File: src/design/osc_pkg.sv
`default_nettype none

package osc_pkg;

  // tag classes
  localparam logic [2:0] CL_UNKNOWN = 3'd0;
  localparam logic [2:0] CL_FOUR    = 3'd1;
  localparam logic [2:0] CL_EIGHT   = 3'd2;
  localparam logic [2:0] CL_ZERO    = 3'd3;
  localparam logic [2:0] CL_STR     = 3'd4;

  // result kinds
  localparam logic [2:0] K_ADDR = 3'd0;
  localparam logic [2:0] K_ARG  = 3'd1;
  localparam logic [2:0] K_STR  = 3'd2;
  localparam logic [2:0] K_DONE = 3'd3;
  localparam logic [2:0] K_ERR  = 3'd4;

  // characters of interest
  localparam logic [7:0] CH_SLASH = 8'h2F;
  localparam logic [7:0] CH_COMMA = 8'h2C;
  localparam logic [6:0] TAG_C    = 7'h63;
  localparam logic [6:0] TAG_T    = 7'h54;
  localparam logic [6:0] TAG_I    = 7'h49;

  localparam logic [63:0] INF_BITS = 64'h0000_0000_7F80_0000;
  localparam logic [6:0]  LOW7     = 7'h7F;

  localparam logic [4:0] MAX_RESULTS = 5'd18;

  // front-to-back queue
  localparam int QDEPTH = 4;
  localparam int QAW    = 2;
  localparam logic [QAW:0] QFULL = (QAW+1)'(QDEPTH);

  typedef struct packed {
    logic [7:0] data;
    logic       eop;
    logic [1:0] offset;
    logic [2:0] cls;
    logic       is_slash;
    logic       is_comma;
    logic       is_zero;
  } item_t;

  typedef struct packed {
    logic [2:0]  kind;
    logic [6:0]  tag;
    logic [3:0]  idx;
    logic [63:0] val;
    logic        last;
  } result_t;

  function automatic logic [2:0] tag_class(input logic [7:0] t);
    logic [2:0] c;
    case (t) inside
      8'h69, 8'h66, 8'h63, 8'h72, 8'h6D: c = CL_FOUR;   // i f c r m
      8'h68, 8'h64, 8'h74:               c = CL_EIGHT;  // h d t
      8'h54, 8'h46, 8'h4E, 8'h49:        c = CL_ZERO;   // T F N I
      8'h73, 8'h53:                      c = CL_STR;    // s S
      default:                           c = CL_UNKNOWN;
    endcase
    return c;
  endfunction

endpackage

`default_nettype wire

File: src/design/osc_front.sv
`default_nettype none

module osc_front (
  input  wire logic          clk,
  input  wire logic          rst,
  input  wire logic          s_tvalid,
  output logic               s_tready,
  input  wire logic [7:0]    s_tdata,
  input  wire logic          s_tlast,
  input  wire logic          q_full,
  output logic               q_push,
  output osc_pkg::item_t     q_item
);

  logic [1:0] offset;

  assign s_tready = !q_full;
  assign q_push   = s_tvalid && s_tready;

  always_comb begin
    q_item.data     = s_tdata;
    q_item.eop      = s_tlast;
    q_item.offset   = offset;
    q_item.cls      = osc_pkg::tag_class(s_tdata);
    q_item.is_slash = (s_tdata == osc_pkg::CH_SLASH);
    q_item.is_comma = (s_tdata == osc_pkg::CH_COMMA);
    q_item.is_zero  = (s_tdata == 8'd0);
  end

  // position within the message modulo 4, restarts after the end mark
  always_ff @(posedge clk) begin
    if (rst) begin
      offset <= 2'd0;
    end else if (q_push) begin
      offset <= s_tlast ? 2'd0 : offset + 2'd1;
    end
  end

endmodule

`default_nettype wire

File: src/design/osc_queue.sv
`default_nettype none

module osc_queue (
  input  wire logic           clk,
  input  wire logic           rst,
  input  wire logic           push,
  input  osc_pkg::item_t      item_in,
  output logic                full,
  input  wire logic           pop,
  output logic                valid,
  output osc_pkg::item_t      item_out
);

  osc_pkg::item_t         entries [osc_pkg::QDEPTH];
  logic [osc_pkg::QAW-1:0] wr_ptr;
  logic [osc_pkg::QAW-1:0] rd_ptr;
  logic [osc_pkg::QAW:0]   count;

  assign full     = (count == osc_pkg::QFULL);
  assign valid    = (count != '0);
  assign item_out = entries[rd_ptr];

  always_ff @(posedge clk) begin
    if (push) begin
      entries[wr_ptr] <= item_in;
    end
  end

  always_ff @(posedge clk) begin
    if (rst) begin
      wr_ptr <= '0;
      rd_ptr <= '0;
      count  <= '0;
    end else begin
      if (push) begin
        wr_ptr <= wr_ptr + 1'b1;
      end
      if (pop) begin
        rd_ptr <= rd_ptr + 1'b1;
      end
      if (push && !pop) begin
        count <= count + 1'b1;
      end else if (pop && !push) begin
        count <= count - 1'b1;
      end
    end
  end

endmodule

`default_nettype wire

File: src/design/osc_back.sv
`default_nettype none

module osc_back #(
  parameter int MAX_TAGS = 16
) (
  input  wire logic          clk,
  input  wire logic          rst,
  input  wire logic          q_valid,
  input  osc_pkg::item_t     q_item,
  output logic               q_pop,
  output logic               out_valid,
  input  wire logic          out_ready,
  output osc_pkg::result_t   out_res
);

  localparam int CW = $clog2(MAX_TAGS + 1);
  localparam int AW = (MAX_TAGS > 1) ? $clog2(MAX_TAGS) : 1;
  localparam logic [CW-1:0] MAXT = CW'(MAX_TAGS);

  // parser phases
  localparam logic [2:0] P_ADDR_START = 3'd0;
  localparam logic [2:0] P_ADDR       = 3'd1;
  localparam logic [2:0] P_TAG_START  = 3'd2;
  localparam logic [2:0] P_TAGS       = 3'd3;
  localparam logic [2:0] P_ARG_VAL    = 3'd4;
  localparam logic [2:0] P_ARG_STR    = 3'd5;
  localparam logic [2:0] P_DRAIN      = 3'd6;

  // engine steps
  localparam logic [1:0] E_MAIN = 2'd0;
  localparam logic [1:0] E_ADV  = 2'd1;
  localparam logic [1:0] E_ERR  = 2'd2;

  logic [1:0]    estate, estate_next;
  logic [2:0]    phase, phase_next;
  logic [CW-1:0] tag_count, tag_count_next;
  logic [CW-1:0] current_arg, current_arg_next;
  logic [63:0]   acc, acc_next;
  logic [3:0]    seen, seen_next;
  logic [6:0]    cur_tag, cur_tag_next;
  logic          eop_r, eop_r_next;
  logic [4:0]    cnt, cnt_next;

  logic [6:0]    tag_mem [MAX_TAGS];
  logic [6:0]    rd_data;
  logic [AW-1:0] rd_addr, rd_addr_calc, wr_addr;
  logic [6:0]    wr_data;
  logic          we;

  osc_pkg::result_t hold;
  logic             hold_v, hold_done;

  logic          gen, fin, adv, err, do_clear;
  logic [2:0]    r_kind;
  logic [6:0]    r_tag;
  logic [63:0]   r_val;
  logic [3:0]    r_idx;
  logic [CW+3:0] arg_ext;
  logic [CW-1:0] arg_inc;
  logic [63:0]   acc_shift;
  logic [3:0]    seen_inc;
  logic [2:0]    cur_cls, rd_cls;
  logic          active, out_free, can_step, step, g, f, push, push_last;
  logic [4:0]    cnt_eff;

  assign arg_ext   = {4'd0, current_arg};
  assign arg_inc   = current_arg + 1'b1;
  assign acc_shift = {acc[55:0], q_item.data};
  assign seen_inc  = seen + 4'd1;
  assign cur_cls   = osc_pkg::tag_class({1'b0, cur_tag});
  assign rd_cls    = osc_pkg::tag_class({1'b0, rd_data});

  always_comb begin
    estate_next      = estate;
    phase_next       = phase;
    tag_count_next   = tag_count;
    current_arg_next = current_arg;
    acc_next         = acc;
    seen_next        = seen;
    cur_tag_next     = cur_tag;
    eop_r_next       = eop_r;
    gen              = 1'b0;
    fin              = 1'b0;
    adv              = 1'b0;
    err              = 1'b0;
    do_clear         = 1'b0;
    r_kind           = osc_pkg::K_ADDR;
    r_tag            = 7'd0;
    r_idx            = 4'd0;
    r_val            = 64'd0;
    we               = 1'b0;
    wr_addr          = tag_count[AW-1:0];
    wr_data          = q_item.data[6:0];
    rd_addr_calc     = current_arg[AW-1:0];

    unique case (estate)
      E_MAIN: begin
        unique case (phase)
          P_ADDR_START: begin
            if (q_item.is_slash) begin
              gen        = 1'b1;
              r_val      = {56'd0, q_item.data};
              phase_next = P_ADDR;
            end else begin
              err = 1'b1;
            end
          end
          P_ADDR: begin
            if (q_item.is_zero) begin
              phase_next = P_TAG_START;
            end else begin
              gen   = 1'b1;
              r_val = {56'd0, q_item.data};
            end
          end
          P_TAG_START: begin
            if (q_item.offset == 2'd0) begin
              if (q_item.is_comma) begin
                phase_next     = P_TAGS;
                tag_count_next = '0;
              end else begin
                err = 1'b1;
              end
            end
          end
          P_TAGS: begin
            if (q_item.is_zero) begin
              current_arg_next = '0;
              adv              = 1'b1;
            end else if (q_item.cls == osc_pkg::CL_UNKNOWN || tag_count >= MAXT) begin
              err = 1'b1;
            end else begin
              we             = 1'b1;
              tag_count_next = tag_count + 1'b1;
            end
          end
          P_ARG_VAL: begin
            if (seen != 4'd0 || q_item.offset == 2'd0) begin
              if (current_arg >= MAXT) begin
                err = 1'b1;
              end else begin
                acc_next  = acc_shift;
                seen_next = seen_inc;
                if (seen_inc >= ((cur_cls == osc_pkg::CL_EIGHT) ? 4'd8 : 4'd4)) begin
                  gen    = 1'b1;
                  r_kind = osc_pkg::K_ARG;
                  r_tag  = cur_tag;
                  r_idx  = arg_ext[3:0];
                  if (cur_tag == osc_pkg::TAG_C) begin
                    r_val = {57'd0, q_item.data[6:0] & osc_pkg::LOW7};
                  end else if (cur_cls == osc_pkg::CL_FOUR) begin
                    r_val = {32'd0, acc_shift[31:0]};
                  end else begin
                    r_val = acc_shift;
                  end
                  current_arg_next = arg_inc;
                  adv              = 1'b1;
                end
              end
            end
          end
          P_ARG_STR: begin
            if (seen != 4'd0 || q_item.offset == 2'd0) begin
              if (current_arg >= MAXT) begin
                err = 1'b1;
              end else begin
                seen_next = 4'd1;
                gen       = 1'b1;
                r_kind    = osc_pkg::K_STR;
                r_tag     = cur_tag;
                r_idx     = arg_ext[3:0];
                r_val     = {56'd0, q_item.data};
                if (q_item.is_zero) begin
                  current_arg_next = arg_inc;
                  adv              = 1'b1;
                end
              end
            end
          end
          default: begin
          end
        endcase

        if (err) begin
          gen        = 1'b1;
          r_kind     = osc_pkg::K_ERR;
          r_tag      = 7'd0;
          r_idx      = 4'd0;
          r_val      = 64'd0;
          phase_next = P_DRAIN;
        end

        if (adv) begin
          // tag lookup for the next argument is issued now and its registered result is examined in E_ADV
          estate_next  = E_ADV;
          eop_r_next   = q_item.eop;
          rd_addr_calc = current_arg_next[AW-1:0];
        end else if (q_item.eop) begin
          if (phase_next != P_DRAIN && gen) begin
            estate_next = E_ERR;
          end else begin
            if (phase_next != P_DRAIN) begin
              gen    = 1'b1;
              r_kind = osc_pkg::K_ERR;
            end
            do_clear = 1'b1;
            fin      = 1'b1;
          end
        end else begin
          fin = 1'b1;
        end
      end

      E_ADV: begin
        if (current_arg < tag_count) begin
          if (rd_cls == osc_pkg::CL_ZERO) begin
            gen    = 1'b1;
            r_kind = osc_pkg::K_ARG;
            r_tag  = rd_data;
            r_idx  = arg_ext[3:0];
            if (rd_data == osc_pkg::TAG_T) begin
              r_val = 64'd1;
            end else if (rd_data == osc_pkg::TAG_I) begin
              r_val = osc_pkg::INF_BITS;
            end
            current_arg_next = arg_inc;
            rd_addr_calc     = arg_inc[AW-1:0];
          end else begin
            phase_next   = (rd_cls == osc_pkg::CL_STR) ? P_ARG_STR : P_ARG_VAL;
            cur_tag_next = rd_data;
            acc_next     = 64'd0;
            seen_next    = 4'd0;
            estate_next  = E_MAIN;
            fin          = 1'b1;
            if (eop_r) begin
              gen      = 1'b1;
              r_kind   = osc_pkg::K_ERR;
              do_clear = 1'b1;
            end
          end
        end else begin
          gen         = 1'b1;
          r_kind      = osc_pkg::K_DONE;
          phase_next  = P_DRAIN;
          estate_next = E_MAIN;
          fin         = 1'b1;
          do_clear    = eop_r;
        end
      end

      E_ERR: begin
        gen         = 1'b1;
        r_kind      = osc_pkg::K_ERR;
        do_clear    = 1'b1;
        fin         = 1'b1;
        estate_next = E_MAIN;
      end

      default: begin
        estate_next = E_MAIN;
      end
    endcase

    if (do_clear) begin
      phase_next       = P_ADDR_START;
      tag_count_next   = '0;
      current_arg_next = '0;
      acc_next         = 64'd0;
      seen_next        = 4'd0;
    end
  end

  // engine advances only when the hold stage can move on
  assign active   = (estate != E_MAIN) || q_valid;
  assign out_free = !out_valid || out_ready;
  assign can_step = !hold_v || out_free;
  assign step     = active && can_step;
  assign q_pop    = step && (estate == E_MAIN);

  assign cnt_eff   = (estate == E_MAIN) ? 5'd0 : cnt;
  assign g         = step && gen && (cnt_eff < osc_pkg::MAX_RESULTS);
  assign f         = step && fin;
  assign push      = hold_v && (hold_done || g || f) && out_free;
  assign push_last = hold_done || (f && !g);
  assign rd_addr   = step ? rd_addr_calc : current_arg[AW-1:0];

  always_ff @(posedge clk) begin
    if (step && we) begin
      tag_mem[wr_addr] <= wr_data;
    end
    rd_data <= tag_mem[rd_addr];
  end

  always_comb begin
    cnt_next = cnt;
    if (step) begin
      cnt_next = cnt_eff + {4'd0, g};
    end
  end

  always_ff @(posedge clk) begin
    if (rst) begin
      estate      <= E_MAIN;
      phase       <= P_ADDR_START;
      tag_count   <= '0;
      current_arg <= '0;
      seen        <= 4'd0;
      cnt         <= 5'd0;
    end else if (step) begin
      estate      <= estate_next;
      phase       <= phase_next;
      tag_count   <= tag_count_next;
      current_arg <= current_arg_next;
      seen        <= seen_next;
      cnt         <= cnt_next;
    end
  end

  always_ff @(posedge clk) begin
    if (step) begin
      acc     <= acc_next;
      cur_tag <= cur_tag_next;
      eop_r   <= eop_r_next;
    end
  end

  // hold stage keeps the newest result until it is known whether it closes the run
  always_ff @(posedge clk) begin
    if (rst) begin
      hold_v    <= 1'b0;
      hold_done <= 1'b0;
    end else if (g) begin
      hold_v    <= 1'b1;
      hold_done <= f;
    end else if (push) begin
      hold_v    <= 1'b0;
      hold_done <= 1'b0;
    end
  end

  always_ff @(posedge clk) begin
    if (g) begin
      hold.kind <= r_kind;
      hold.tag  <= r_tag;
      hold.idx  <= r_idx;
      hold.val  <= r_val;
      hold.last <= 1'b0;
    end
  end

  always_ff @(posedge clk) begin
    if (rst) begin
      out_valid <= 1'b0;
    end else if (push) begin
      out_valid <= 1'b1;
    end else if (out_ready) begin
      out_valid <= 1'b0;
    end
  end

  always_ff @(posedge clk) begin
    if (push) begin
      out_res      <= hold;
      out_res.last <= push_last;
    end
  end

endmodule

`default_nettype wire

File: src/design/osc_message_stream_parser_core.sv
// path: a byte waits in the queue; its result passes the hold stage and the output register
// throughput: one byte per cycle while m_tready keeps up and bytes cause at most one result
//   and need no tag lookup; a byte that ends the tag list or an argument moves the engine to
//   a tag memory read step, which also emits each zero-size tag (T F N I) that follows; an
//   end mark that adds a truncation error after another result passes through an error step
// reset: synchronous active-high rst returns to expecting an address; tag memory is not cleared
`default_nettype none

module osc_message_stream_parser_core #(
  parameter int MAX_TAGS = 16
) (
  input  wire logic        clk,
  input  wire logic        rst,
  // input stream
  input  wire logic        s_tvalid,
  output logic             s_tready,
  input  wire logic [7:0]  s_tdata,   // [7:0] data_byte
  input  wire logic        s_tlast,   // end_of_packet
  // result stream
  output logic             m_tvalid,
  input  wire logic        m_tready,
  output logic [79:0]      m_tdata,   // [6:0] type_tag, [10:7] arg_index, [74:11] value, rest 0
  output logic [2:0]       m_tuser,   // [2:0] kind
  output logic             m_tlast    // last_of_run
);

  osc_pkg::item_t   push_item;
  osc_pkg::item_t   head_item;
  osc_pkg::result_t res;
  logic             q_full, q_push, q_valid, q_pop;

  // front: takes bytes, tracks alignment offset, classifies
  osc_front u_front (
    .clk      (clk),
    .rst      (rst),
    .s_tvalid (s_tvalid),
    .s_tready (s_tready),
    .s_tdata  (s_tdata),
    .s_tlast  (s_tlast),
    .q_full   (q_full),
    .q_push   (q_push),
    .q_item   (push_item)
  );

  // short queue decouples byte intake from argument processing
  osc_queue u_queue (
    .clk      (clk),
    .rst      (rst),
    .push     (q_push),
    .item_in  (push_item),
    .full     (q_full),
    .pop      (q_pop),
    .valid    (q_valid),
    .item_out (head_item)
  );

  // back: parser state, tag memory, argument assembly and result output
  osc_back #(
    .MAX_TAGS (MAX_TAGS)
  ) u_back (
    .clk       (clk),
    .rst       (rst),
    .q_valid   (q_valid),
    .q_item    (head_item),
    .q_pop     (q_pop),
    .out_valid (m_tvalid),
    .out_ready (m_tready),
    .out_res   (res)
  );

  // pack result fields onto the master side
  assign m_tdata = {5'd0, res.val, res.idx, res.tag};
  assign m_tuser = res.kind;
  assign m_tlast = res.last;

endmodule

`default_nettype wire
File: config.mk
export PLATFORM = sky130hd
export DESIGN_NAME = osc_message_stream_parser_core
export DESIGN_NICKNAME = d
export VERILOG_FILES = /design/src/design/osc_pkg.sv /design/src/design/osc_front.sv /design/src/design/osc_queue.sv /design/src/design/osc_back.sv /design/src/design/osc_message_stream_parser_core.sv
export SDC_FILE = /design/constraint.sdc
export NUM_CORES = 1
export LEC_CHECK = 0
export BUFFER_PORTS_ARGS = -buffer_cell sky130_fd_sc_hd__buf_2
export CAP_MARGIN = 20
export CORE_UTILIZATION = 50
export CTS_BUF_LIST = sky130_fd_sc_hd__clkbuf_8
export DETAILED_ROUTE_END_ITERATION = 16
export PLACE_DENSITY = 0.76
export SLEW_MARGIN = 20
export SYNTH_ARGS = -nofsm -noshare
export SYNTH_HDL_FRONTEND = slang
export SYNTH_SLANG_ARGS = --single-unit
File: constraint.sdc
create_clock -name clk -period 17.7 [get_ports clk]
set_input_delay 0 -clock clk [delete_from_list [all_inputs] [get_ports clk]]
set_output_delay 0 -clock clk [all_outputs]
set_load 0.02 [all_outputs]
==> summary.md <==
| Metric | Value |
|---|---|
| Cts bufs inserted | `71` |
| Synthesized netlist cell count | `1251` |
| Num ports | `99` |
| Max frequency | `190 MHz` |
| Area leader, netlist | `edfxtp_1` |
| Post-CTS resize count | `0` |
| Root buf cell | `clkbuf_8` |
| Largest delay share family, worst path | `compound AO/OA/AOI/OAI gates` |
| Reg2Reg Capture Point | `u_back.out_res[6]` |
| Post-Place Worst Slack | `roughly 12 ns` |
| Final cell count without fillers | `approximately 1900` |
| Final worst slack | `12.43 ns` |
| Synth Warn # | `0` |
| First-pass GRT wire length | `57.5 mm` |
| FF+latch count, synth | `about 450` |
| Leakage power | `7.26 nW` |
| Primary FF master, synth | `edfxtp_1` |
| 1st-pass router iterations | `5` |
| Post-synthesis sequential area ratio | `a little under three quarters` |
| CTS tree | `done` |
| CP max stage cell | `a31oi_4` |
| Area fraction of the dominant cell type after synthesis | `about 67%` |
| Chip height | `192 µm` |
| Yosys cell types | `between 80 and 90` |
| Synth Area per Inst | `14.5 µm²` |
| CP endpoint kind | `flip-flop` |
| DRC | `0` |
| First DRT Iteration DRCs | `984` |
| Crit. Startpoint | `u_back.cur_tag[2]` |
| DRT Wirelength | `36.5 mm` |
| VDD IR max | `between 100 and 150 µV` |
| Crit-path most repeated cell | `nor2_1` |
| Mean routed wirelength per cell | `19.2 µm` |
| Async SR Flop Fraction | `0%` |
| CP Launch Type | `flip-flop` |
| Max transition margin | `27.5%` |
| Synth area leaders | `edfxtp_1 (67%), dfxtp_1 (5.0%), and2_1 (4.1%), a21oi_1 (2.2%), nand2_1 (1.7%)` |
| Full die area | `0.0369 mm²` |
| Initial antenna violation count | `0` |
| Most frequent cells in the layout | `edfxtp_1 (401), and2_1 (119), buf_2 (94), nand2_1 (81), clkbuf_8 (81)` |
| Final Net Count | `1422` |
| R2R Setup Slk | `12.43 ns` |
| Num rows | `69` |
| Cell area power density | `~160 mW/mm²` |
| Initial core utilization | `between 50% and 60%` |
| Setup crit end | `u_back.out_res[6]` |
| Number of flops mapped to enable cells by yosys | `401` |
| Path depth of the worst reg2reg path | `13` |
| Largest net degree at the start of global routing | `80` |
| Worst hold path class | `input pin to flip-flop` |
| Slew @ Worst Pin | `1.09 ns` |
| Worst Path Class, Setup | `flip-flop to flip-flop` |
| Crit path arrival time | `roughly 5.5 ns` |
| Core Area | `0.0356 mm²` |
| Final max-slew violation count | `0` |
| Required time worst endpoint | `17.91 ns` |
| Gr usage total | `20.4%` |
| Sum Neg Setup Slack | `0 ns` |
| WP depth | `13` |
| Via count | `10700` |
| Final setup fails | `0` |
| RSZ-0062 raised after global routing | `false` |
| CP Buf/Inv Count | `2` |
| Core Util, Final | `roughly 58%` |
| Clk sinks | `446` |
| Worst-path clk slew | `roughly 0.060 ns` |
| Placer congestion estimate | `0.901` |
| N_diodes | `0` |
| Final period util | `roughly 30%` |
| Worst skew pair latency | `around 0.62 ns` |
| Crit-path max cell delay | `0.75 ns` |
| Routed Antenna Nets | `0` |
| CP Max Fanout | `79` |
| Clock skew | `0.0385 ns` |
| Layout cells sized above 1 | `~17%` |
| Post-DP HPWL | `~23 mm` |
| Post-DR vias/cell | `between 5 and 6` |
| Post-route minimum period | `between 5 and 6 ns` |
| Die Wd | `192 µm` |
| Critical Path, Cell by Cell | `nor2_1 > mux2i_1 > or4_1 > ha_1 > and3_1 > o311a_1 > a21boi_1 > nor2_1 > o211ai_1 > a31oi_4 > inv_2 > a21oi_4 > buf_4` |
| Buffers on Ports | `93` |
| Placed Cells incl. Taps | `1757` |
| Max Root-Sink Buffers | `3` |
| Vias in the first global route | `10500` |
| Status | `finished clean` |
| Worst reg2reg path startpoint | `u_back.cur_tag[2]` |
| Layout filler cell count | `2752` |
| # H-tree levels | `3` |
| Most common cell after layout, fill and taps aside | `edfxtp_1` |
| Area growth syn-to-layout | `13.3%` |
| Mapped cell area | `0.0181 mm²` |
| Maxcap violations | `0` |
| Total grt overflow | `0` |
| Final Hold Vio Count | `0` |
[synth_stat cells, types with 6 or more instances]
cell type,n
clkbuf_1,37
a21oi_1,78
a21boi_0,28
and3_1,7
buf_4,9
edfxtp_1,401
ha_1,24
dfxtp_1,45
inv_1,26
mux2i_1,6
nand2_1,81
nand2b_1,15
nand3_1,20
a31oi_1,7
o21ai_0,20
a211o_1,30
a211oi_1,37
buf_2,11
nor2b_1,7
nor4_1,6
nand4_1,9
mux4_2,12
nor3_1,25
a21o_1,15
and2_1,119
nor2_1,67
[kinds of logic after synthesis]
| kind of cell | after synthesis | share of synthesized area (%) |
|---|---|---|
| buffers and inverters | 91 | 2.32 |
| adders and majority gates | 25 | 1.77 |
| AOI/OAI and AO/OA | 272 | 10.4 |
| muxes | 18 | 1.83 |
| other | 1 | 0.0207 |
| and+or+nand+nor | 390 | 11.8 |
| DFF | 446 | 71.5 |
| xor gates and xnor gates | 8 | 0.387 |
[worst min path at each step]
stage,from,end,depth (start not counted)
after floorplan,s_tdata[1],u_queue.entries[0][10],0
after detailed placement,s_tlast,u_queue.entries[1][8],1
after global placement,s_tdata[7],u_queue.entries[2][16],1
final,s_tlast,u_queue.entries[1][8],2
after global routing,s_tdata[7],u_queue.entries[3][16],2
after CTS,s_tlast,u_queue.entries[1][8],2
[power breakdown]
part           internal, W  switching [W]
sequential         0.00161       0.000113
combinational     0.000231       0.000572
clock             0.000437       0.000392
[registers in the layout, indices dropped and copies added, names as in the netlist, 2 cells and up, named ones only]
signal	count
u_back.seen	4
u_queue.entries	68
u_back.acc	56
u_back.cnt	5
u_queue.rd_ptr	2
u_queue.wr_ptr	2
u_back.hold	78
u_back.estate	2
u_back.current_arg	5
u_back.out_res	79
u_queue.count	3
u_back.tag_count	5
u_back.phase	3
u_front.offset	2
u_back.rd_data	7
u_back.tag_mem	112
u_back.cur_tag	7
[final cells by class]
cell class / instances / area [µm²] / share of cell area, %
Sequential cell: 446 / 12900 / 63.1
Clock inverter: 51 / 256 / 1.25
Clock buffer: 81 / 1110 / 5.44
Timing Repair Buffer: 120 / 696 / 3.39
Inverter: 27 / 101 / 0.494
Tap cell: 461 / 577 / 2.81
Multi-Input combinational cell: 718 / 4810 / 23.5
[worst reg2reg max path: stages (launching register included)]
cell and delay, ns:
edfxtp_1 0.45, nor2_1 0.18, mux2i_1 0.09, or4_1 0.47
ha_1 0.33, and3_1 0.19, o311a_1 0.35, a21boi_1 0.29
nor2_1 0.43, o211ai_1 0.23, a31oi_4 0.75, inv_2 0.15
a21oi_4 0.15, buf_4 0.74
[metrics by stage]
stage | total power, W | hold WS [ns] | area, µm²
after floorplan | 0.00229 | 0.0989 | 18100
after global placement | 0.00251 | 0.259 | 19000
after detailed placement | 0.00255 | 0.277 | 19000
after CTS | 0.00338 | 0.142 | 20500
after global routing | 0.00353 | 0.181 | 20500
final | 0.00335 | 0.182 | 20500
[timing repair]
action / 4_1_cts / 5_1_grt
setup buffers: 0 / 0
hold endpoints to repair: 93 / 0
hold buffers: 13 / 0
[routing by layer]
metal  vias up  wire, µm  track usage, %
li1       5003         -               -
met1      5294     16200            27.5
met2       370     17400            33.4
met3        67      2200            3.93
met4         0       682            6.75
met5         -         0               0
No activity file was read; power rests on OpenSTA's default activity.
